$ cat src/design/ffara_pkg.sv
// ---------------------------------------------------------------------------
// ffara_pkg
// Shared types and constants for the first-fit aligned range allocator.
// ---------------------------------------------------------------------------
package ffara_pkg;

  localparam int MAX_SLOTS   = 64;
  localparam int OFFSET_BITS = 32;
  localparam int IDX_BITS    = $clog2(MAX_SLOTS);
  localparam int CNT_BITS    = $clog2(MAX_SLOTS + 1);
  localparam int OWNER_BITS  = 16;

  typedef logic [OFFSET_BITS-1:0] off_t;
  typedef logic [OWNER_BITS-1:0]  owner_t;

  typedef enum logic [1:0] {
    ST_OK        = 2'd0,
    ST_NO_SPACE  = 2'd1,
    ST_NOT_FOUND = 2'd2,
    ST_TABLE_FULL = 2'd3
  } status_t;

  typedef struct packed {
    off_t   start;
    off_t   length;
    owner_t owner;
  } slot_t;

  // Shift command applied to the whole cell row at once.
  typedef enum logic [1:0] {
    SH_HOLD   = 2'd0,
    SH_INSERT = 2'd1,
    SH_REMOVE = 2'd2
  } shift_op_t;

  typedef struct packed {
    shift_op_t        op;
    logic [IDX_BITS-1:0] pos;
    slot_t            data;
  } shift_cmd_t;

  typedef enum logic [2:0] {
    S_IDLE,
    S_WALK,
    S_MOD,
    S_FIT,
    S_DONE
  } fsm_t;

endpackage

$ cat src/design/ffara_cell.sv
// ---------------------------------------------------------------------------
// ffara_cell
// One table entry. Shifts toward higher or lower index on insert or remove.
// ---------------------------------------------------------------------------
module ffara_cell (
  input  logic                                clk,
  input  logic [ffara_pkg::IDX_BITS-1:0]      my_idx,
  input  ffara_pkg::shift_cmd_t               cmd,
  input  ffara_pkg::slot_t                    lower,
  input  ffara_pkg::slot_t                    upper,
  output ffara_pkg::slot_t                    slot
);

  always_ff @(posedge clk) begin
    unique case (cmd.op)
      ffara_pkg::SH_INSERT: begin
        if (my_idx == cmd.pos) begin
          slot <= cmd.data;
        end else if (my_idx > cmd.pos) begin
          slot <= lower;
        end
      end
      ffara_pkg::SH_REMOVE: begin
        if (my_idx >= cmd.pos) begin
          slot <= upper;
        end
      end
      default: begin
      end
    endcase
  end

endmodule

$ cat config.mk
export PLATFORM = sky130hd
export DESIGN_NAME = ffara_cell
export DESIGN_NICKNAME = d
export VERILOG_FILES = /design/src/design/ffara_pkg.sv /design/src/design/ffara_cell.sv
export SDC_FILE = /design/constraint.sdc
export NUM_CORES = 1
export LEC_CHECK = 0
export ABC_AREA = 1
export BUFFER_PORTS_ARGS = -buffer_cell sky130_fd_sc_hd__buf_2
export CORE_AREA = 3 3 127 129
export DETAILED_ROUTE_END_ITERATION = 10
export DIE_AREA = 0 0 130 132
export GPL_TIMING_DRIVEN = 0
export MAX_ROUTING_LAYER = met4
export PLACE_DENSITY = 0.64
export SYNTH_ARGS = -nofsm -noshare
export SYNTH_HDL_FRONTEND = slang
export SYNTH_SLANG_ARGS = --single-unit
$ cat constraint.sdc
create_clock -name clk -period 9.25 [get_ports clk]
set_clock_uncertainty 0.05 [all_clocks]
set_input_delay 0.925 -clock clk [delete_from_list [all_inputs] [get_ports clk]]
set_output_delay 0.925 -clock clk [all_outputs]
set_load 0.005 [all_outputs]
==> Word-level counts from Yosys, hierarchy flattened <==
Index checks and enable logic that the tools add are counted.
{ "op_classes": {"order_cmp": 2, "eq_ne": 5, "muxes": 4, "reduce_logical": 2} }
{ "ops": {"columns": ["cell", "n"], "rows": [
  ["$mux W80", 3],
  ["$pmux W80 S2", 1],
  ["$eq A6 B6 Y1", 1],
  ["$ge A6 B6 Y1", 1],
  ["$gt A6 B6 Y1", 1],
  ["$ne A3 B3 Y1 const B", 1],
  ["$reduce_and A3 Y1", 1],
  ["$eq A2 B1 Y1 const B", 1],
  ["$eq A2 B2 Y1 const B", 1],
  ["$ne A2 B2 Y1 const B", 1],
  ["$reduce_bool A2 Y1", 1]
]} }
{ "word_totals": {"register_bits": 80, "input_bits": 255} }

==> Logic depth before layout (Yosys ltp) <==
Gate-level depths: netlist of the first run.
{ "logic_depth": {"word_depth": 4, "ltp_mapped": 9} }

==> Least setup slack after synthesis of the first run <==
OpenSTA, ideal clock, no wires.
{ "synth_path": {"path_type": "in2reg", "start": "in cmd[83] (netlist name)", "end": "reg slot[0] (netlist name) (enable)", "setup_ns": 0.434, "arrival_ns": 3.230, "path_slack_ns": 5.536, "cell_stages": 8, "path_cell_list": "inv_1 -> ha_1 -> nand2_1 -> nor2_4 -> nand2_1 -> nand3_1 -> nand2_1 -> inv_1"} }
{ "synth_via": {"elab_chain_cells": 3, "word_cells_on_any_way": 6, "cone_classes": "order compare: 2; eq/ne: 3; reduce/logical: 1"} }
{ "synth_lines": {"columns": ["element", "line", "text"], "rows": [
  ["from (decl)", "ffara_cell.sv:8", "input ffara_pkg::shift_cmd_t cmd,"],
  ["$gt A6 B6 Y1 (tied with other cells)", "ffara_cell.sv:19", "end else if (my_idx > cmd.pos) begin"],
  ["$ne A3 B3 Y1 (no line) or $ne A2 B2 Y1 (tied branches)", null, null],
  ["$reduce_and A3 Y1 (no line) *", null, null],
  ["to (signal assigned)", "ffara_cell.sv:18", "slot <= cmd.data;"],
  ["to (signal assigned)", "ffara_cell.sv:20", "slot <= lower;"],
  ["to (signal assigned)", "ffara_cell.sv:25", "slot <= upper;"],
  ["to (decl)", "ffara_cell.sv:11", "output ffara_pkg::slot_t slot"]
]} }
Every way passes the cells marked *; elsewhere a longest branch is shown, timed or not.
A chain may end at the register's enable or synchronous reset.

==> Worst setup path after layout of the first run <==
{ "layout_path": {"start": "in cmd[83] (netlist name)", "end": "reg slot[27] (netlist name) (enable)"} }
Same word-level chain as after synthesis.

==> reports/qor.csv, run 1 <==
stage;metric;value;unit
power_and_ir_drop;clock_power_share;31.6;%
power_and_ir_drop;p_sw_share;26.6;%
cts;cts_resized;0;
critical_path;crit_type;input pin to register;
floorplanning;rows;45;
timing;fin_crit_sh;31.4;%
global_route;grt_usage;20.3;%
drt;vias_per_cell;4.61;
timing;tightestPinTransition;570;ps
final_layout;drive_gt1_share;37.0;%
floorplanning;die_height;132;um
floorplanning;dieArea;0.0172;sq mm
power_and_ir_drop;ir_drop;0.0738;mV
floorplanning;start_util;33.0;%
global_route;grt_pass1_vias;5040;
final_layout;antenna_cells;0;
place;port_buffers;334;
final_layout;synthToLayoutAreaGrowth;43.6;%
drt;wire_per_inst;15.0;um
critical_path;worstPathRequired;9210;ps
power_and_ir_drop;p_comb_share;22.2;%
yosys;synth_compound_gate_area_share;0.250;%
place;gp_routability_congestion;0.860;
power_and_ir_drop;p_int;0.730;mW
timing;rsz0062_at_grt;no;
power_and_ir_drop;p_leak;3.90;nW
critical_path;critPathCaptureType;register;
yosys;synth_top_family_by_area;simple AND/OR/NAND/NOR gates;
yosys;synth_xor_area_share;0;%
yosys;synth.distinct_cells;15;
final_layout;largest-register;slot;
cts;cts_hold_buf;0;
timing;slew_headroom;62.0;%
place;pre_cts_slack;5910;ps
yosys;ys_seq_area_share;48.1;%
power_and_ir_drop;switchingPower;0.264;mW
global_route;antenna_found_initial;0;
timing;fin_ws;6340;ps
run_status;status;completed;
cts;htree_levels;3;
final_layout;layout.nets;1246;
drt;drt_first_pass_iters;4;
yosys;synth_area_per_cell;7.82;sq um
critical_path;path_max_fanout;41;
job;drv_cap;0;
cts;cts_tree;yes;
floorplanning;die_w;130;um
cts;clockBufferDepth;2;
timing;period_needed;2910;ps
timing;hold_viol;0;
timing;setup_viol;0;
drt;drtIter0Drc;218;
timing;setup_tns;0;ps
drt;vias;5424;
cts;root_buffer;clkbuf_16;
drt;drc;0;
place;post-dp-hpwl;13600;um
yosys;synth_seq_cells;80;
floorplanning;pin_count;335;
yosys;synthMuxAreaShare;0;%
drt;drt-total-wl;17600;um
yosys;yosysWarnings;0;
power_and_ir_drop;power.share.sequential;46.2;%
timing;final_max_slew_viol_count;0;
cts;cts-buffers-inserted;9;
final_layout;largest_reg_flops;80;
min_path;hp-class;input pin to register;
timing;timing.fmax;344;MHz
global_route;grt_pass1_wl;26100;um
yosys;synthSimpleGateAreaFrac;39.7;%
yosys;syn_area;0.00500;sq mm
cts;cts_setup_buffers;0;
drt;ant_nets;0;
yosys;synthAdderAreaFrac;1.50;%
global_route;grt_overflow;0;
critical_path;crit_arrival;2870;ps
power_and_ir_drop;power_density;139;mW/mm^2
cts;clk_pin_slew;60;ps
cts;clock-sinks;80;
floorplanning;core_area;0.0151;sq mm
yosys;syn-num-nets;900;
yosys;netlist_instances;639;
final_layout;reg_top3;slot: 80 flops;
critical_path;cp-start-kind;input pin;
global_route;grt_start_max_net_pins;42;
==> path summary, 6_finish.rpt <==
path	from	to	depth (start not counted)
min	upper[33]	slot[33]$_DFFE_PP_	3
max	cmd[83]	slot[27]$_DFFE_PP_	10
==> cell usage after synthesis <==
| library cell | number | area, sq um |
|---|---|---|
| inv_2 | 2 | 7.51 |
| nand2_1 | 252 | 946 |
| nand3b_1 | 80 | 601 |
| buf_1 | 11 | 41.3 |
| nor2_1 | 1 | 3.75 |
| a21oi_1 | 1 | 5.00 |
| inv_1 | 92 | 345 |
| o21bai_1 | 1 | 7.51 |
| buf_2 | 16 | 80.1 |
| clkbuf_1 | 13 | 48.8 |
| nand2_2 | 1 | 6.26 |
| ha_1 | 6 | 75.1 |
| nand3_1 | 81 | 405 |
| nor2_4 | 2 | 22.5 |
| edfxtp_1 | 80 | 2400 |
==> kinds of logic after synthesis <==
| family | count (synthesis) |
|---|---|
| simple gates | 417 |
| buf+inv | 134 |
| flops | 80 |
| fa+ha+maj | 6 |
| compound gates | 2 |
==> routing by layer <==
| layer | share of wire (%) | GRT usage [%] | wire length, um | up-vias |
|---|---|---|---|---|
| met5 | 0 | - | 0 | - |
| met4 | 1.6 | 6.64 | 285 | 0 |
| met3 | 8.6 | 4.01 | 1520 | 20 |
| met2 | 50 | 34.0 | 8800 | 257 |
| met1 | 40 | 24.5 | 7030 | 2405 |
| li1 | - | - | - | 2742 |
==> power groups by stage <==
stage                     clock (mW)  combinational, mW  sequential, mW
after floorplan                    0             0.0889           0.477
after global placement             0              0.220           0.469
after detailed placement           0              0.223           0.467
after CTS                      0.327              0.224           0.460
after global routing           0.341              0.249           0.464
final                          0.314              0.221           0.460
==> layout make-up <==
cell class | instances | area, sq um
timing repair buffer | 335 | 1690
tap | 188 | 235
clock buffer | 13 | 240
clock inverter | 2 | 7.51
multi-input combinational | 425 | 2070
sequential | 80 | 2400
fill | 1593 | 7970
inverter | 94 | 355
buffer | 40 | 170
==> worst max-delay path, cell delays in order <==
cell	delay [ps]
buf_2	100
inv_1	40
ha_1	280
nand2_1	130
nor2_4	350
nand2_1	100
nand3_1	90
nand2_1	80
inv_4	420
buf_12	310
==> metrics by stage <==
stage | utilization, % | hold slack [ps] | cell area, sq um | power, mW | cells
6_report | 47.4 | 807 | 7170 | 0.994 | 1177
5_1_grt | 47.4 | 806 | 7170 | 1.05 | 1177
4_1_cts | 47.4 | 789 | 7170 | 1.01 | 1177
3_5_place_dp | 45.7 | 1150 | 6930 | 0.690 | 1162
3_3_place_gp | 45.6 | 1150 | 6900 | 0.689 | 1161
2_1_floorplan | - | 1060 | 5000 | 0.566 | 639
==> placed cells by master (no fill, tap or decap), drive strengths merged <==
cell / netlist / final
nor2: 3 / 3
ha: 6 / 6
o21bai: 1 / 1
a21oi: 1 / 1
nand3b: 80 / 80
nand3: 81 / 81
clkbuf: 13 / 26
nand2: 253 / 253
inv: 94 / 94
buf: 27 / 362
clkinv: 0 / 2
edfxtp: 80 / 80
Note: power is estimated with default switching activity, not from simulation.
==> run 2, diff against run 1 <==
CORE_AREA = 3 3 128 130   (was 3 3 127 129)
DIE_AREA = 0 0 131 133   (was 0 0 130 132)
PLACE_DENSITY = 0.66   (was 0.64)
clock period = 2.6 ns   (was 9.25 ns; I/O delays follow)
==> reports/qor.csv, run 2 (same netlist as run 1, synthesis figures left out) <==
stage;metric;value;unit
final_layout;multi_input_area;0.00209;sq mm
place;pre_cts_slack;42.5;ps
place;post-dp-hpwl;13900;um
critical_path;cpPeakStageDelay;360;ps
critical_path;worstPathRequired;2570;ps
drt;wire_per_inst;14.7;um
critical_path;crit_chain;buf_2 -> inv_1 -> ha_1 -> nand2_1 -> nor2_4 -> nand2_1 -> nand3_1 -> nand2_1 -> clkinvlp_4 -> buf_12;
place;place_area;0.00699;sq mm
floorplanning;die_w;131;um
min_path;hp-class;input pin to register;
drt;vias;5445;
power_and_ir_drop;power_density;487;mW/mm^2
drt;drt-total-wl;17700;um
drt;ant_nets;0;
cts;clockBufferDepth;2;
cts;root_buffer;clkbuf_16;
cts;cts_hold_buf;0;
critical_path;cp_common_cell;nand2_1;
job;drv_cap;0;
drt;drc;0;
final_layout;reg_top3;slot: 80 flops;
run_status;status;completed;
cts;clock-sinks;80;
global_route;antenna_found_initial;4;
floorplanning;dieArea;0.0174;sq mm
timing;fin_ws;486;ps
timing;timing.fmax;473;MHz
timing;period_needed;2110;ps
drt;drt_first_pass_iters;5;
floorplanning;start_util;32.8;%
global_route;grt_pass1_wl;25600;um
cts;cts_setup_buffers;0;
place;gp_routability_congestion;0.876;
timing;holdWs;148;ps
power_and_ir_drop;ir_drop;0.344;mV
cts;cts_tree;yes;
critical_path;crit_arrival;2080;ps
final_layout;layout.cells.most_common_list;buf_2 (350), nand2_1 (251), inv_1 (91);
timing;hold_viol;0;
floorplanning;die_height;133;um
final_layout;synthToLayoutAreaGrowth;45.1;%
critical_path;crit_type;input pin to register;
global_route;grt_usage;19.7;%
timing;fin_crit_sh;81.3;%
drt;vias_per_cell;4.52;
min_path;hold_path.startpoint;upper[76];
cts;cts-buffers-inserted;9;
final_layout;final_common_cell;buf_2;
power_and_ir_drop;p_sw_share;26.5;%
power_and_ir_drop;p_leak;3.90;nW
timing;rsz0062_at_grt;no;
final_layout;largest_reg_flops;80;
floorplanning;core_area;0.0153;sq mm
critical_path;path_buf_inv;4;
final_layout;drive_gt1_share;37.6;%
critical_path;cp-start-kind;input pin;
power_and_ir_drop;p_total;3.53;mW
floorplanning;rows;45;
drt;drtIter0Drc;237;
global_route;grt_overflow;0;
timing;slew_headroom;65.9;%
place;port_buffers;334;
timing;tightestPinTransition;511;ps
critical_path;cpMaxStageDelayCell;clkinvlp_4;
final_layout;seqCellArea;0.00240;sq mm
final_layout;largest-register;slot;
power_and_ir_drop;p_int;2.59;mW
final_layout;layout.nets;1247;
final_layout;nFillCells;1589;
final_layout;finalInstanceArea;0.00725;sq mm
timing;setup_viol;0;
power_and_ir_drop;switchingPower;0.935;mW
cts;clk_pin_slew;60;ps
critical_path;path_max_fanout;33;
timing;final_max_slew_viol_count;0;
floorplanning;pin_count;335;
cts;cts_resized;0;
cts;htree_levels;3;
power_and_ir_drop;power.share.sequential;46.4;%
global_route;grt_pass1_vias;5092;
critical_path;critPathCaptureType;register;
critical_path;critPathTopFamily;simple AND/OR/NAND/NOR gates;
global_route;grt_start_max_net_pins;34;
critical_path;cp-startpoint;cmd[83];
power_and_ir_drop;p_comb_share;22.4;%
power_and_ir_drop;clock_power_share;31.2;%
-- run 2: path summary, 6_finish.rpt --
| kind | endpoint | slack, ps | depth (start not counted) |
|---|---|---|---|
| max | slot[0]$_DFFE_PP_ | 490 | 10 |
| min | slot[76]$_DFFE_PP_ | 150 | 3 |
-- run 2: final cells by class --
class,count,share of cell area [%]
inverters,94,4.92
clock buffers,11,3.21
clock inverters,2,0.138
repair buffers,336,23.6
well taps,211,3.64
flip-flops and latches,80,33.1
diodes,6,0.207
plain buffers,40,2.35
multi-input cells,425,28.8
-- run 2: per-stage QoR --
| stage | setup TNS [ps] | std cells | util (%) |
|---|---|---|---|
| global placement | -74770 | 1184 | 45.6 |
| floorplan | 0 | 639 | - |
| finish | 0 | 1205 | 47.5 |
| detailed placement | 0 | 1186 | 45.8 |
| CTS | 0 | 1199 | 47.4 |
| global route | 0 | 1203 | 47.5 |
-- run 2: per-layer routing --
metal  up-vias  part of all wire, %  wire length (um)  GRT usage (%)
met4         0                  2.4               424           7.37
met2       253                   50              8780           33.5
met3        27                  9.5              1680           5.13
li1       2742                    -                 -              -
met5         -                    0                 0              -
met1      2423                   38              6810           22.0
-- run 2: power by group through the flow --
| stage | combinational (mW) | clock, mW | sequential [mW] |
|---|---|---|---|
| CTS | 0.804 | 1.14 | 1.64 |
| global route | 0.891 | 1.18 | 1.65 |
| floorplan | 0.320 | 0 | 1.69 |
| detailed placement | 0.802 | 0 | 1.67 |
| finish | 0.791 | 1.10 | 1.64 |
| global placement | 0.784 | 0 | 1.67 |
-- run 2: tightest hold or removal path: cells and delay by family --
family        cells  cell delay (ps)
simple gates      2               90
buf+inv           1               70
