===== src/design/ffara_pkg.sv =====
// ---------------------------------------------------------------------------
// ffara_pkg
// Shared types and constants for the first-fit aligned range allocator.
// ---------------------------------------------------------------------------
package ffara_pkg;

  localparam int MAX_SLOTS   = 64;
  localparam int OFFSET_BITS = 32;
  localparam int IDX_BITS    = $clog2(MAX_SLOTS);
  localparam int CNT_BITS    = $clog2(MAX_SLOTS + 1);
  localparam int OWNER_BITS  = 16;

  typedef logic [OFFSET_BITS-1:0] off_t;
  typedef logic [OWNER_BITS-1:0]  owner_t;

  typedef enum logic [1:0] {
    ST_OK        = 2'd0,
    ST_NO_SPACE  = 2'd1,
    ST_NOT_FOUND = 2'd2,
    ST_TABLE_FULL = 2'd3
  } status_t;

  typedef struct packed {
    off_t   start;
    off_t   length;
    owner_t owner;
  } slot_t;

  // Shift command applied to the whole cell row at once.
  typedef enum logic [1:0] {
    SH_HOLD   = 2'd0,
    SH_INSERT = 2'd1,
    SH_REMOVE = 2'd2
  } shift_op_t;

  typedef struct packed {
    shift_op_t        op;
    logic [IDX_BITS-1:0] pos;
    slot_t            data;
  } shift_cmd_t;

  typedef enum logic [2:0] {
    S_IDLE,
    S_WALK,
    S_MOD,
    S_FIT,
    S_DONE
  } fsm_t;

endpackage


===== src/design/ffara_divider.sv =====
// ---------------------------------------------------------------------------
// ffara_divider
// Restoring remainder unit, one quotient bit per cycle.
// ---------------------------------------------------------------------------
module ffara_divider (
  input  logic              clk,
  input  logic              rst,
  input  logic              start,
  input  ffara_pkg::off_t   dividend,
  input  ffara_pkg::off_t   divisor,
  output logic              done,
  output ffara_pkg::off_t   remainder
);

  localparam int CB = $clog2(ffara_pkg::OFFSET_BITS + 1);

  ffara_pkg::off_t         num;
  ffara_pkg::off_t         den;
  logic [ffara_pkg::OFFSET_BITS:0] rem;
  logic [CB-1:0]           count;
  logic                    busy;
  logic [ffara_pkg::OFFSET_BITS:0] trial;

  assign trial     = {rem[ffara_pkg::OFFSET_BITS-1:0], num[ffara_pkg::OFFSET_BITS-1]};
  assign remainder = rem[ffara_pkg::OFFSET_BITS-1:0];

  always_ff @(posedge clk) begin
    if (rst) begin
      busy  <= 1'b0;
      done  <= 1'b0;
      count <= '0;
    end else begin
      done <= 1'b0;
      if (start) begin
        busy  <= 1'b1;
        num   <= dividend;
        den   <= divisor;
        rem   <= '0;
        count <= CB'(ffara_pkg::OFFSET_BITS);
      end else if (busy) begin
        num <= num << 1;
        if (trial >= {1'b0, den}) begin
          rem <= trial - {1'b0, den};
        end else begin
          rem <= trial;
        end
        count <= count - 1'b1;
        if (count == CB'(1)) begin
          busy <= 1'b0;
          done <= 1'b1;
        end
      end
    end
  end

endmodule


===== config.mk =====
export PLATFORM = sky130hd
export DESIGN_NAME = ffara_divider
export DESIGN_NICKNAME = d
export VERILOG_FILES = /design/src/design/ffara_pkg.sv /design/src/design/ffara_divider.sv
export SDC_FILE = /design/constraint.sdc
export NUM_CORES = 1
export LEC_CHECK = 0
export BUFFER_PORTS_ARGS = -buffer_cell sky130_fd_sc_hd__buf_4
export CAP_MARGIN = 25
export CORE_AREA = 2 2 127 117
export DETAILED_ROUTE_END_ITERATION = 10
export DIE_AREA = 0 0 129 119
export PLACE_DENSITY_LB_ADDON = 0.3
export SLEW_MARGIN = 20
export SYNTH_ARGS = -nofsm -noshare
export SYNTH_HDL_FRONTEND = slang
export SYNTH_SLANG_ARGS = --single-unit

===== constraint.sdc =====
create_clock -name clk -period 5.7 [get_ports clk]
set_input_delay 0.285 -clock clk [delete_from_list [all_inputs] [get_ports clk]]
set_output_delay 0.285 -clock clk [all_outputs]
set_load 0.03 [all_outputs]

==> Yosys cells after proc, flatten, opt, wreduce, memory -nomap -nowiden <==
Cells that the tools add are included.
W data, S select, Z words.
{ "word_totals": {"register_bits": 104, "in_bits": 67, "output_inout_bits": 33, "elab_cells": 28} }
{ "op_classes": {"n_addsub": 2, "magnitude_cmp": 1, "eq_ne": 1, "mux": 10, "n_bitwise": 2, "reduce_logical": 5} }
{ "op_table": {"columns": ["cell", "count"], "rows": [
  ["$mux W32", 4],
  ["$ge A33 B32 Y1", 1],
  ["$sub A32 B32 Y32", 1],
  ["$mux W6", 2],
  ["$eq A6 B1 Y1 const B", 1],
  ["$sub A6 B1 Y6 const B", 1],
  ["$mux W1", 4],
  ["$reduce_and A2 Y1", 2],
  ["$reduce_or A3 Y1", 1],
  ["$not A1 Y1", 2],
  ["$reduce_bool A2 Y1", 1],
  ["$reduce_or A2 Y1", 1]
]} }

==> Longest topological paths before layout <==
Gate-level depths: netlist (run 1).
{ "depth": {"depth_word": 4, "depth_mapped": 12, "ltp_nobuf": 11} }

==> Worst setup path before layout (run 1) <==
No wires, ideal clock.
{ "synth_timing": {"kind": "in2reg", "startpoint": "input start", "endpoint": "register num[0] (enable)", "setup_ps": 509, "t_arrival_ps": 3690, "t_required_ps": 5191, "setup_slack_ps": 1500, "path_stages": 3, "path_buffers": 1, "path_cell_list": "inv_1 clkbuf_1 a21oi_1"} }
{ "synth_via": {"elab_chain_cells": 2} }
{ "synth_lines": {"columns": ["item", "line", "rtl"], "rows": [
  ["start, declared", "ffara_divider.sv:8", "input logic start,"],
  ["$reduce_bool A2 Y1 (no line)", null, null],
  ["$reduce_and A2 Y1 (no line)", null, null],
  ["end signal, assigned", "ffara_divider.sv:36", "num <= dividend;"],
  ["end signal, assigned", "ffara_divider.sv:41", "num <= num << 1;"],
  ["end, declared", "ffara_divider.sv:17", "ffara_pkg::off_t num;"]
]} }
Every way passes these cells.
A chain may end at the register's enable or synchronous reset.

==> Worst setup path after layout (run 1) <==
{ "layout_timing": {"startpoint": "register rem[23] (netlist bit)", "endpoint": "register rem[18] (netlist bit), data pin"} }
{ "layout_via": {"elab_chain_cells": 3} }
{ "layout_lines": {"columns": ["item", "line", "rtl"], "rows": [
  ["start, declared", "ffara_divider.sv:19", "logic [ffara_pkg::OFFSET_BITS:0] rem;"],
  ["start signal, assigned", "ffara_divider.sv:43", "rem <= trial - {1'b0, den};"],
  ["start signal, assigned", "ffara_divider.sv:45", "rem <= trial;"],
  ["$ge A33 B32 Y1", "ffara_divider.sv:42", "if (trial >= {1'b0, den}) begin"],
  ["$mux W32", "ffara_divider.sv:42", null],
  ["$mux W32", "ffara_divider.sv:40", "end else if (busy) begin"]
]} }
Every way passes these cells. The select of a mux whose other input is x is not followed.

==> results of run 1 <==
placed cells by master, fill, tap and decap left out, types with 4 or more instances in the layout:
cell type,synthesis,routed
o21bai_1,5,5
dfxtp_1,8,8
buf_4,2,103
clkbuf_16,0,9
o211ai_1,6,6
or2_2,5,5
mux2_2,32,32
and3_1,7,7
xnor2_1,10,10
inv_1,45,45
nor2_1,30,29
nor2b_1,4,4
o21a_1,4,4
a31oi_1,6,6
a21oi_1,55,53
or4_1,5,5
a211oi_1,8,8
ha_1,34,34
nand3_1,26,26
nor3_1,14,14
or3_1,5,5
nand2_1,68,68
o21ai_0,22,22
edfxtp_1,96,96
nand4_1,15,15
xor2_1,8,8
a21o_1,10,10
final cells by class:
| class | count | area [um2] |
|---|---|---|
| Clock buffer | 9 | 225 |
| Sequential cell | 104 | 3040 |
| Timing Repair Buffer | 104 | 801 |
| Multi-Input combinational cell | 424 | 2880 |
| Fill cell | 1281 | 6780 |
| Clock inverter | 7 | 91.3 |
| Inverter | 45 | 169 |
| Tap cell | 198 | 248 |
cell families after synthesis:
group	after synthesis	synth area share
fa+ha+maj	35	0.0717
buf+inv	73	0.0485
compound gates	145	0.153
flops	104	0.490
mux	32	0.0580
xor+xnor	18	0.0254
simple gates	194	0.153
worst paths after layout:
path | slack (ns) | to | depth (start not counted) | start
worst max-delay path | 2.13 | rem[18]$_SDFFCE_PP0P_ | 8 | rem[23]$_SDFFCE_PP0P_
worst min-delay path | 0.09 | den[1]$_DFFE_PP_ | 1 | divisor[1]
worst max register to register | 2.13 | rem[18]$_SDFFCE_PP0P_ | 8 | rem[23]$_SDFFCE_PP0P_
worst min register to register | 0.48 | count[0]$_SDFFE_PP0P_ | 2 | count[0]$_SDFFE_PP0P_
metal layers:
metal / GRT usage / share of wire / vias to the layer above
met3: 0.0557 / 0.064 / 8
li1: - / - / 2401
met1: 0.262 / 0.46 / 2303
met5: 0 / 0 / -
met2: 0.290 / 0.46 / 135
met4: 0.0476 / 0.0097 / 0
power by group:
part,switching [mW],leakage (nW),internal (mW),total [mW]
clock network,0.324,0.154,0.319,0.643
logic,0.430,1.88,0.283,0.713
registers,0.0356,0.985,0.918,0.954
total,0.789,3.02,1.52,2.31
metrics by stage:
| step | area, um2 | setup WS, ns |
|---|---|---|
| after floorplan | 6210 | 1.50 |
| after global placement | 7120 | 2.33 |
| after detailed placement | 7140 | 2.15 |
| after CTS | 7460 | 2.14 |
| after global routing | 7460 | 1.81 |
| final | 7460 | 2.13 |
registers in the layout, indices dropped and copies added, names as in the netlist:
register  count
den          32
num          32
count         6
rem          32
done          1
busy          1
==> impl_metrics.py, run 1 <==
metrics = {
    "placement": {
        "dp.cells": 875,
        "gp_congestion": 0.850,
        "dp.final_hpwl_um": 10400,
        "io_buffers": 99,
    },
    "layout": {
        "n_antenna_cell": 0,
        "fin_util": 0.524,
        "syn2layout_area_growth_pct": 20.1,
        "nets": 790,
        "layout.cells.non_filler": 891,
        "drive_gt1_frac": 0.245,
    },
    "worst_setup_path": {
        "start_kind": "register",
        "max_stage_delay_ns": 0.60,
        "required_ns": 5.77,
        "path_buf_inv": 1,
        "cpMaxStageDelayCell": "a21o_1",
        "critical_path_class": "reg -> reg",
        "worstPathArrival_ns": 3.64,
        "path_max_fanout": 23,
        "cp_top_family": "compound AO/OA/AOI/OAI gates",
        "endpoint_kind": "register",
        "worstPathCellList": "ha_1, a21oi_1, o21ai_0, a2111oi_2, nor3b_2, a21o_1, buf_4, o311ai_0",
    },
    "synthesis": {
        "synth_seq_area_share": 0.490,
        "synth_ff_type": "edfxtp_1",
        "synth.most_common_cell": "edfxtp_1",
        "synth_area_per_cell_um2": 10.3,
        "synthCells": 601,
        "syn_area_um2": 6210,
        "yosys_warnings": 0,
        "synth_top_area_frac": 0.464,
        "synth_edf_count": 96,
        "synth.net_count": 703,
        "synthTopCellsByCount": "edfxtp_1 (96), nand2_1 (68), a21oi_1 (55)",
        "synth_area_leader_cell": "edfxtp_1",
        "ys_ff_latch": 104,
        "synthArstFlopShare": 0,
        "ys_top_cells_by_area": "edfxtp_1 (46%), ha_1 (6.8%), mux2_2 (5.8%), a21oi_1 (4.4%), nand2_1 (4.1%)",
        "synthDistinctLibCells": 60,
    },
    "floorplanning": {
        "core_area_um2": 14200,
        "row_count": 42,
        "die_h_um": 119,
        "io_pins": 100,
        "die-area_um2": 15400,
        "initial_core_util": 0.436,
        "die_w_um": 129,
    },
    "outcome": {
        "outcome": "finished clean",
    },
    "clock_tree": {
        "clock_sinks": 104,
        "postCtsSetupRepairBufs": 0,
        "cts_tree": "yes",
        "h-tree-depth": 3,
        "cts_hold_buf": 0,
        "clk_path_buf_depth": 2,
        "path_clk_slew_ns": 0.08,
        "clock_latency_ns": 0.36,
        "numCtsBuffers": 9,
        "cts_resized": 0,
        "clockRootBuffer": "clkbuf_16",
    },
    "sta": {
        "setup_violations": 0,
        "holdWs_ns": 0.0945,
        "period_needed_ns": 3.57,
        "max_freq_ghz": 0.280,
        "period_share": 0.626,
        "slew_violations": 0,
        "relSlewSlack": 0.399,
        "rsz0062_at_grt": "no",
        "finClkSkew_ns": 0.0110,
        "tightest_slew_ns": 0.900,
        "hold_viol_final": 0,
        "setup_tns_ns": 0,
    },
    "route": {
        "totalWireLength_um": 14200,
        "vias": 4847,
        "wl_per_cell_um": 15.9,
        "dr.pass1.iters": 5,
        "vias_per_cell": 5.44,
        "drtIter0Drc": 325,
        "drc": 0,
        "ant_nets": 0,
    },
    "worst_hold_path": {
        "min_path_type": "in -> reg",
    },
    "power_and_ir_drop": {
        "irDropWorstVdd_uv": 192,
        "power_density_nw_per_um2": 310,
        "leakagePower_nw": 3.02,
        "finalPower_mw": 2.31,
    },
    "global_route": {
        "grt_start_max_net_pins": 69,
        "grt_use_total": 0.189,
        "grt_pass1_wl_um": 23000,
        "grt_pass1_vias": 4645,
        "gr-total-overflow": 0,
        "antenna_found_initial": 0,
    },
    "job": {
        "max-cap-violations": 0,
    },
}
Power figures use the tool's default switching activity.
==> inputs of run 2 (changes only) <==
Settings changed: ABC_AREA from default to 1, CORE_AREA 2 2 127 117 to 2 2 136 125, DIE_AREA 0 0 129 119 to 0 0 138 127.
Clock period 5.7 ns to 3.2 ns, I/O delays scaled along.
==> run 2 against run 1 <==
Cell count grew 47%. Clock skew grew 0.0029 ns. Synthesized cell count grew 61%. Combinational power grew 82%. Die area grew 14%. Area after synthesis grew 14%. Power grew 78%. Non-clock buffer count grew 33. First-iteration DRC count shrank 2.5%. Critical endpoint is now rem[2]$_SDFFCE_PP0P_. Highest routed layer unchanged.
==> impl_metrics.py, run 2 <==
metrics = {
    "layout": {
        "seq_area_um2": 3040,
        "fin_util": 0.543,
        "drive_gt1_frac": 0.148,
        "layout.cells.non_filler": 1309,
        "fill_cells": 1572,
        "multi_input_area_um2": 3250,
        "largestRegisters": "den: 32 flops, num: 32 flops, rem: 32 flops",
        "syn2layout_area_growth_pct": 22.2,
        "final_cell_mix": "nand2_1 (375), inv_1 (176), nor2_1 (103), buf_4 (103), edfxtp_1 (96)",
        "nets": 1199,
        "final_common_cell": "nand2_1",
        "n_antenna_cell": 0,
    },
    "synthesis": {
        "synth.net_count": 1071,
        "synth_top_area_frac": 0.406,
        "synth_area_leader_cell": "edfxtp_1",
        "synthTopCellsByCount": "nand2_1 (375), inv_1 (177), nor2_1 (104)",
        "synth_edf_count": 96,
        "synthArstFlopShare": 0,
        "yosys_warnings": 0,
        "synth.most_common_cell": "nand2_1",
        "synth_area_per_cell_um2": 7.32,
        "ys_top_cells_by_area": "edfxtp_1 (41%), nand2_1 (20%), inv_1 (9.4%), ha_1 (6.0%), nor2_1 (5.5%)",
        "synthCells": 969,
        "syn_area_um2": 7100,
        "ys_ff_latch": 104,
        "synth_seq_area_share": 0.429,
        "synth_ff_type": "edfxtp_1",
        "synthDistinctLibCells": 36,
    },
    "clock_tree": {
        "numCtsBuffers": 9,
        "postCtsSetupRepairBufs": 0,
        "cts_tree": "yes",
        "h-tree-depth": 3,
        "clk_path_buf_depth": 2,
        "clockRootBuffer": "clkbuf_16",
        "clock_latency_ns": 0.37,
        "path_clk_slew_ns": 0.08,
        "cts_resized": 0,
        "clock_sinks": 104,
    },
    "sta": {
        "setup_violations": 0,
        "slew_violations": 0,
        "max_freq_ghz": 0.394,
        "layout_setup_ws_ns": 0.659,
        "tightest_slew_ns": 0.609,
        "finClkSkew_ns": 0.0139,
        "rsz0062_at_grt": "no",
        "period_share": 0.794,
        "period_needed_ns": 2.54,
        "setup_tns_ns": 0,
        "relSlewSlack": 0.594,
        "hold_viol_final": 0,
    },
    "placement": {
        "dp.final_hpwl_um": 12400,
        "dp.cells": 1261,
        "gp_congestion": 0.938,
        "io_buffers": 99,
        "pre_cts_slack_ns": 0.683,
    },
    "floorplanning": {
        "die_w_um": 138,
        "row_count": 44,
        "io_pins": 100,
        "die_h_um": 127,
        "initial_core_util": 0.445,
        "die-area_um2": 17500,
        "core_area_um2": 16000,
    },
    "route": {
        "wl_per_cell_um": 13.0,
        "drc": 0,
        "ant_nets": 0,
        "drtIter0Drc": 317,
        "totalWireLength_um": 17000,
        "dr.pass1.iters": 5,
        "vias": 6083,
        "vias_per_cell": 4.65,
    },
    "worst_setup_path": {
        "cp-startpoint": "rem[27]$_SDFFCE_PP0P_",
        "critical_path_class": "reg -> reg",
        "r2r_end": "rem[2]$_SDFFCE_PP0P_",
        "regToRegSetupSlack_ns": 0.66,
        "reg2reg_from": "rem[27]$_SDFFCE_PP0P_",
        "start_kind": "register",
        "endpoint_kind": "register",
        "cp-endpoint": "rem[2]$_SDFFCE_PP0P_",
        "worstPathArrival_ns": 2.66,
        "r2r_cells": 11,
        "required_ns": 3.32,
        "path_max_fanout": 21,
    },
    "power_and_ir_drop": {
        "irDropWorstVdd_uv": 327,
        "leakagePower_nw": 4.51,
        "finalPower_mw": 4.11,
        "power_density_nw_per_um2": 474,
    },
    "global_route": {
        "grt_pass1_wl_um": 28300,
        "grt_use_total": 0.199,
        "grt_pass1_vias": 5716,
        "gr-total-overflow": 0,
        "grt_start_max_net_pins": 37,
        "antenna_found_initial": 0,
    },
    "job": {
        "max-cap-violations": 0,
    },
    "worst_hold_path": {
        "min_path_type": "in -> reg",
    },
    "outcome": {
        "outcome": "finished clean",
    },
}
==> run 2: cell types whose count changed in the layout (fill, tap and decap cells not counted), moves of 9 or more <==
cell,delta
mux2_2,-32
nand3_2,+14
nand3b_1,+17
inv_1,+131
dlygate4sd3_1,+32
nand2_1,+307
a21oi_1,-33
o21ai_0,-21
nand4_1,-11
xnor2_1,-9
nor2_1,+74
==> run 2: worst min-delay path by stage <==
stage               cells after the start  slack, ns        start              endpoint
global route                            3       0.05  dividend[3]      num[3]$_DFFE_PP_
CTS                                     3       0.04  dividend[0]  num[0]$_SDFFCE_PN0P_
detailed placement                      1       0.34  divisor[20]     den[20]$_DFFE_PP_
floorplan                               0       0.26   divisor[0]      den[0]$_DFFE_PP_
finish                                  3       0.05  dividend[0]  num[0]$_SDFFCE_PN0P_
global placement                        1       0.34   divisor[0]      den[0]$_DFFE_PP_
==> run 2: layout make-up <==
cell class	instances	area share
Inverter	183	0.0792
Tap cell	207	0.0299
Multi-Input combinational cell	662	0.375
Clock buffer	10	0.0276
Clock inverter	6	0.00664
Sequential cell	104	0.351
Timing Repair Buffer	137	0.131
==> run 2: worst max-delay path: stages, from the launching register on <==
cell and delay [ns]:
edfxtp_1 0.43, ha_1 0.38, a21oi_1 0.21, and2_1 0.18, nor2_1 0.04, nor2_1 0.14, nand3_2 0.12, inv_2 0.28
buf_12 0.23, nand2_1 0.09, nor2_1 0.13, nor2_1 0.05
==> run 2: cell families (layout without fill, tap and decap cells) <==
| logic type | Yosys count | in the layout | synth area share |
|---|---|---|---|
| AOI/OAI and AO/OA | 28 | 28 | 0.0229 |
| xor gates and xnor gates | 15 | 15 | 0.0185 |
| adders and majority gates | 35 | 35 | 0.0628 |
| DFF | 104 | 104 | 0.429 |
| and+or+nand+nor | 584 | 584 | 0.352 |
| buffers and inverters | 203 | 336 | 0.115 |
==> run 2: power breakdown <==
| group | leakage (nW) | internal, mW | switching [mW] |
|---|---|---|---|
| sequential | 0.987 | 1.62 | 0.0551 |
| clock | 0.147 | 0.569 | 0.563 |
| combinational | 3.38 | 0.488 | 0.814 |
==> run 2: per-stage QoR <==
stage / cell area (um2) / hold WS, ns
final: 8670 / 0.0482
after CTS: 8670 / 0.0387
after detailed placement: 8060 / 0.339
after global placement: 8060 / 0.339
after floorplan: 7100 / 0.259
after global routing: 8670 / 0.0504
==> run 2: layer usage <==
layer,GRT usage,part of all wire,vias to the layer above
li1,-,-,3230
met1,0.261,0.47,2694
met2,0.329,0.46,138
met3,0.0551,0.058,21
met4,0.0522,0.014,0
met5,0,0,-
==> run 2: timing repair <==
item                                   4_1_cts  5_1_grt
endpoints found under the hold margin       32        0
hold buffers                                32        0
setup endpoints to repair                    0        0
==> inputs of run 3 (changes only) <==
Clock period 3.2 ns to 2.2 ns, I/O delays scaled along.
==> run 3 against run 2 <==
Clock power increased by 47%. Die area unchanged. Combinational power increased by 110%. First-iteration DRC count increased by 26%. Flip-flop and latch count unchanged. Fmax increased by 17%. Critical endpoint is now rem[16]$_SDFFCE_PP0P_. Largest cell class unchanged. Largest power group is now combinational cells.
==> impl_metrics.py, run 3 (synthesis gave the netlist of run 2 again) <==
metrics = {
    "route": {
        "drc": 0,
        "dr.pass1.iters": 6,
        "vias_per_cell": 4.71,
        "wl_per_cell_um": 14.2,
        "drtIter0Drc": 401,
        "vias": 6655,
        "ant_nets": 0,
        "totalWireLength_um": 20000,
    },
    "worst_setup_path": {
        "worstPathArrival_ns": 2.30,
        "max_stage_delay_ns": 0.44,
        "required_ns": 2.32,
        "r2r_cells": 11,
        "start_kind": "register",
        "cp_top_family": "simple AND/OR/NAND/NOR gates",
        "cp.depth": 11,
        "path_max_fanout": 8,
        "worstPathCellList": "ha_4, nand2_1, nor2_2, nand2_1, nor2_2, nand2_2, nand3_4, a21oi_4, clkbuf_16, nor2_1, nor2_1",
        "cpMaxStageDelayCell": "edfxtp_1",
        "path_buf_inv": 1,
        "endpoint_kind": "register",
        "critical_path_class": "reg -> reg",
    },
    "sta": {
        "finClkSkew_ns": 0.00935,
        "period_share": 0.990,
        "relSlewSlack": 0.693,
        "slew_violations": 0,
        "tightest_slew_ns": 0.461,
        "setup_tns_ns": 0,
        "rsz0062_at_grt": "yes",
        "period_needed_ns": 2.18,
        "holdWs_ns": 0.0117,
        "max_freq_ghz": 0.459,
        "hold_viol_final": 0,
        "setup_violations": 0,
    },
    "global_route": {
        "grt_pass1_vias": 6228,
        "grt_use_total": 0.212,
        "grt_pass1_wl_um": 29800,
        "grt-busiest-layer": "met2",
        "met1_usage": 0.281,
        "globalRouteMet2Util": 0.358,
        "grt_use_met3": 0.0364,
        "antenna_found_initial": 0,
        "grt_start_max_net_pins": 46,
        "gr-total-overflow": 0,
    },
    "placement": {
        "io_buffers": 99,
        "gp_congestion": 0.952,
        "dp.final_hpwl_um": 14000,
        "dp.cells": 1342,
    },
    "floorplanning": {
        "row_count": 44,
        "die_h_um": 127,
        "die_w_um": 138,
        "die-area_um2": 17500,
        "core_area_um2": 16000,
        "io_pins": 100,
        "initial_core_util": 0.445,
    },
    "clock_tree": {
        "numCtsBuffers": 9,
        "clk_path_buf_depth": 2,
        "clock_sinks": 104,
        "path_clk_slew_ns": 0.08,
        "cts_tree": "yes",
        "clock_latency_ns": 0.36,
        "clockRootBuffer": "clkbuf_16",
        "h-tree-depth": 3,
    },
    "layout": {
        "syn2layout_area_growth_pct": 47.0,
        "largestRegisters": "den: 32 flops, num: 32 flops, rem: 32 flops",
        "final_cell_mix": "nand2_1 (319), buf_4 (192), inv_1 (165)",
        "fin_util": 0.653,
        "fill_cells": 1331,
        "n_antenna_cell": 0,
        "drive_gt1_frac": 0.343,
        "multi_input_area_um2": 4050,
        "final_common_cell": "nand2_1",
        "seq_area_um2": 3040,
        "layout.cells.non_filler": 1414,
        "nets": 1304,
    },
    "worst_hold_path": {
        "whs_path_depth": 3,
        "min_path_type": "in -> reg",
    },
    "job": {
        "max-cap-violations": 0,
    },
    "power_and_ir_drop": {
        "leakagePower_nw": 5.13,
        "irDropWorstVdd_uv": 509,
        "finalPower_mw": 6.86,
        "power_density_nw_per_um2": 657,
    },
    "outcome": {
        "outcome": "finished clean",
    },
}
[run 3: changes by cell type in the layout (fill, tap and decap cells not counted), moves of 7 or more]
cell	change
inv_2	+10
nor2_2	+22
nand2_2	+49
a21oi_2	+7
ha_4	+31
buf_4	+89
nand2_1	-56
a21oi_1	-7
nor2_1	-32
ha_1	-31
nor2_4	+10
inv_1	-11
[run 3: through the flow]
| step | cell area (um2) | worst slack, ns |
|---|---|---|
| finish | 10400 | 0.0213 |
| global route | 10400 | -0.0952 |
| CTS | 9420 | -0.0290 |
| detailed placement | 8730 | -0.182 |
| global placement | 8730 | -0.127 |
| floorplan | 7110 | 0.0196 |
[run 3: power breakdown]
| group | switching, mW | internal (mW) |
|---|---|---|
| logic | 1.51 | 1.24 |
| clock network | 0.855 | 0.803 |
| registers | 0.0930 | 2.36 |
| total | 2.46 | 4.40 |
[run 3: path summary, 6_finish.rpt]
kind	startpoint	end	slack, ns
setup / recovery	rem[20]$_SDFFCE_PP0P_	rem[16]$_SDFFCE_PP0P_	0.02
hold reg to reg	count[0]$_SDFFE_PP0P_	count[0]$_SDFFE_PP0P_	0.49
setup reg to reg	rem[20]$_SDFFCE_PP0P_	rem[16]$_SDFFCE_PP0P_	0.02
hold / removal	dividend[19]	num[19]$_DFFE_PP_	0.01
[run 3: what timing repair did]
action | CTS | global route
hold buffers | 34 | 0
buffers inserted | 0 | 18
setup endpoints to repair | 18 | 32
gates resized for setup | 13 | 169
endpoints found under the hold margin | 34 | 0
cloned | 0 | 4
pin swaps | 0 | 25
[run 3: per-layer routing]
metal,part of all wire,routed length [um]
met2,0.48,9520
met3,0.046,914
met5,0,0
met1,0.45,9050
met4,0.028,552
[run 3: worst register-to-register path, delay by kind of cell (launching register included)]
family | cells | cell delay, ns
DFF | 1 | 0.44
adders and majority gates | 1 | 0.32
and+or+nand+nor | 8 | 0.93
buffers and inverters | 1 | 0.19
AOI/OAI and AO/OA | 1 | 0.07
[run 3: area by class of cell]
cell class              count  area share
multi-input cells         662       0.388
well taps                 207      0.0248
repair buffers            242       0.200
clock buffers               9      0.0216
inverters                 183      0.0663
flip-flops and latches    104       0.292
clock inverters             7     0.00648
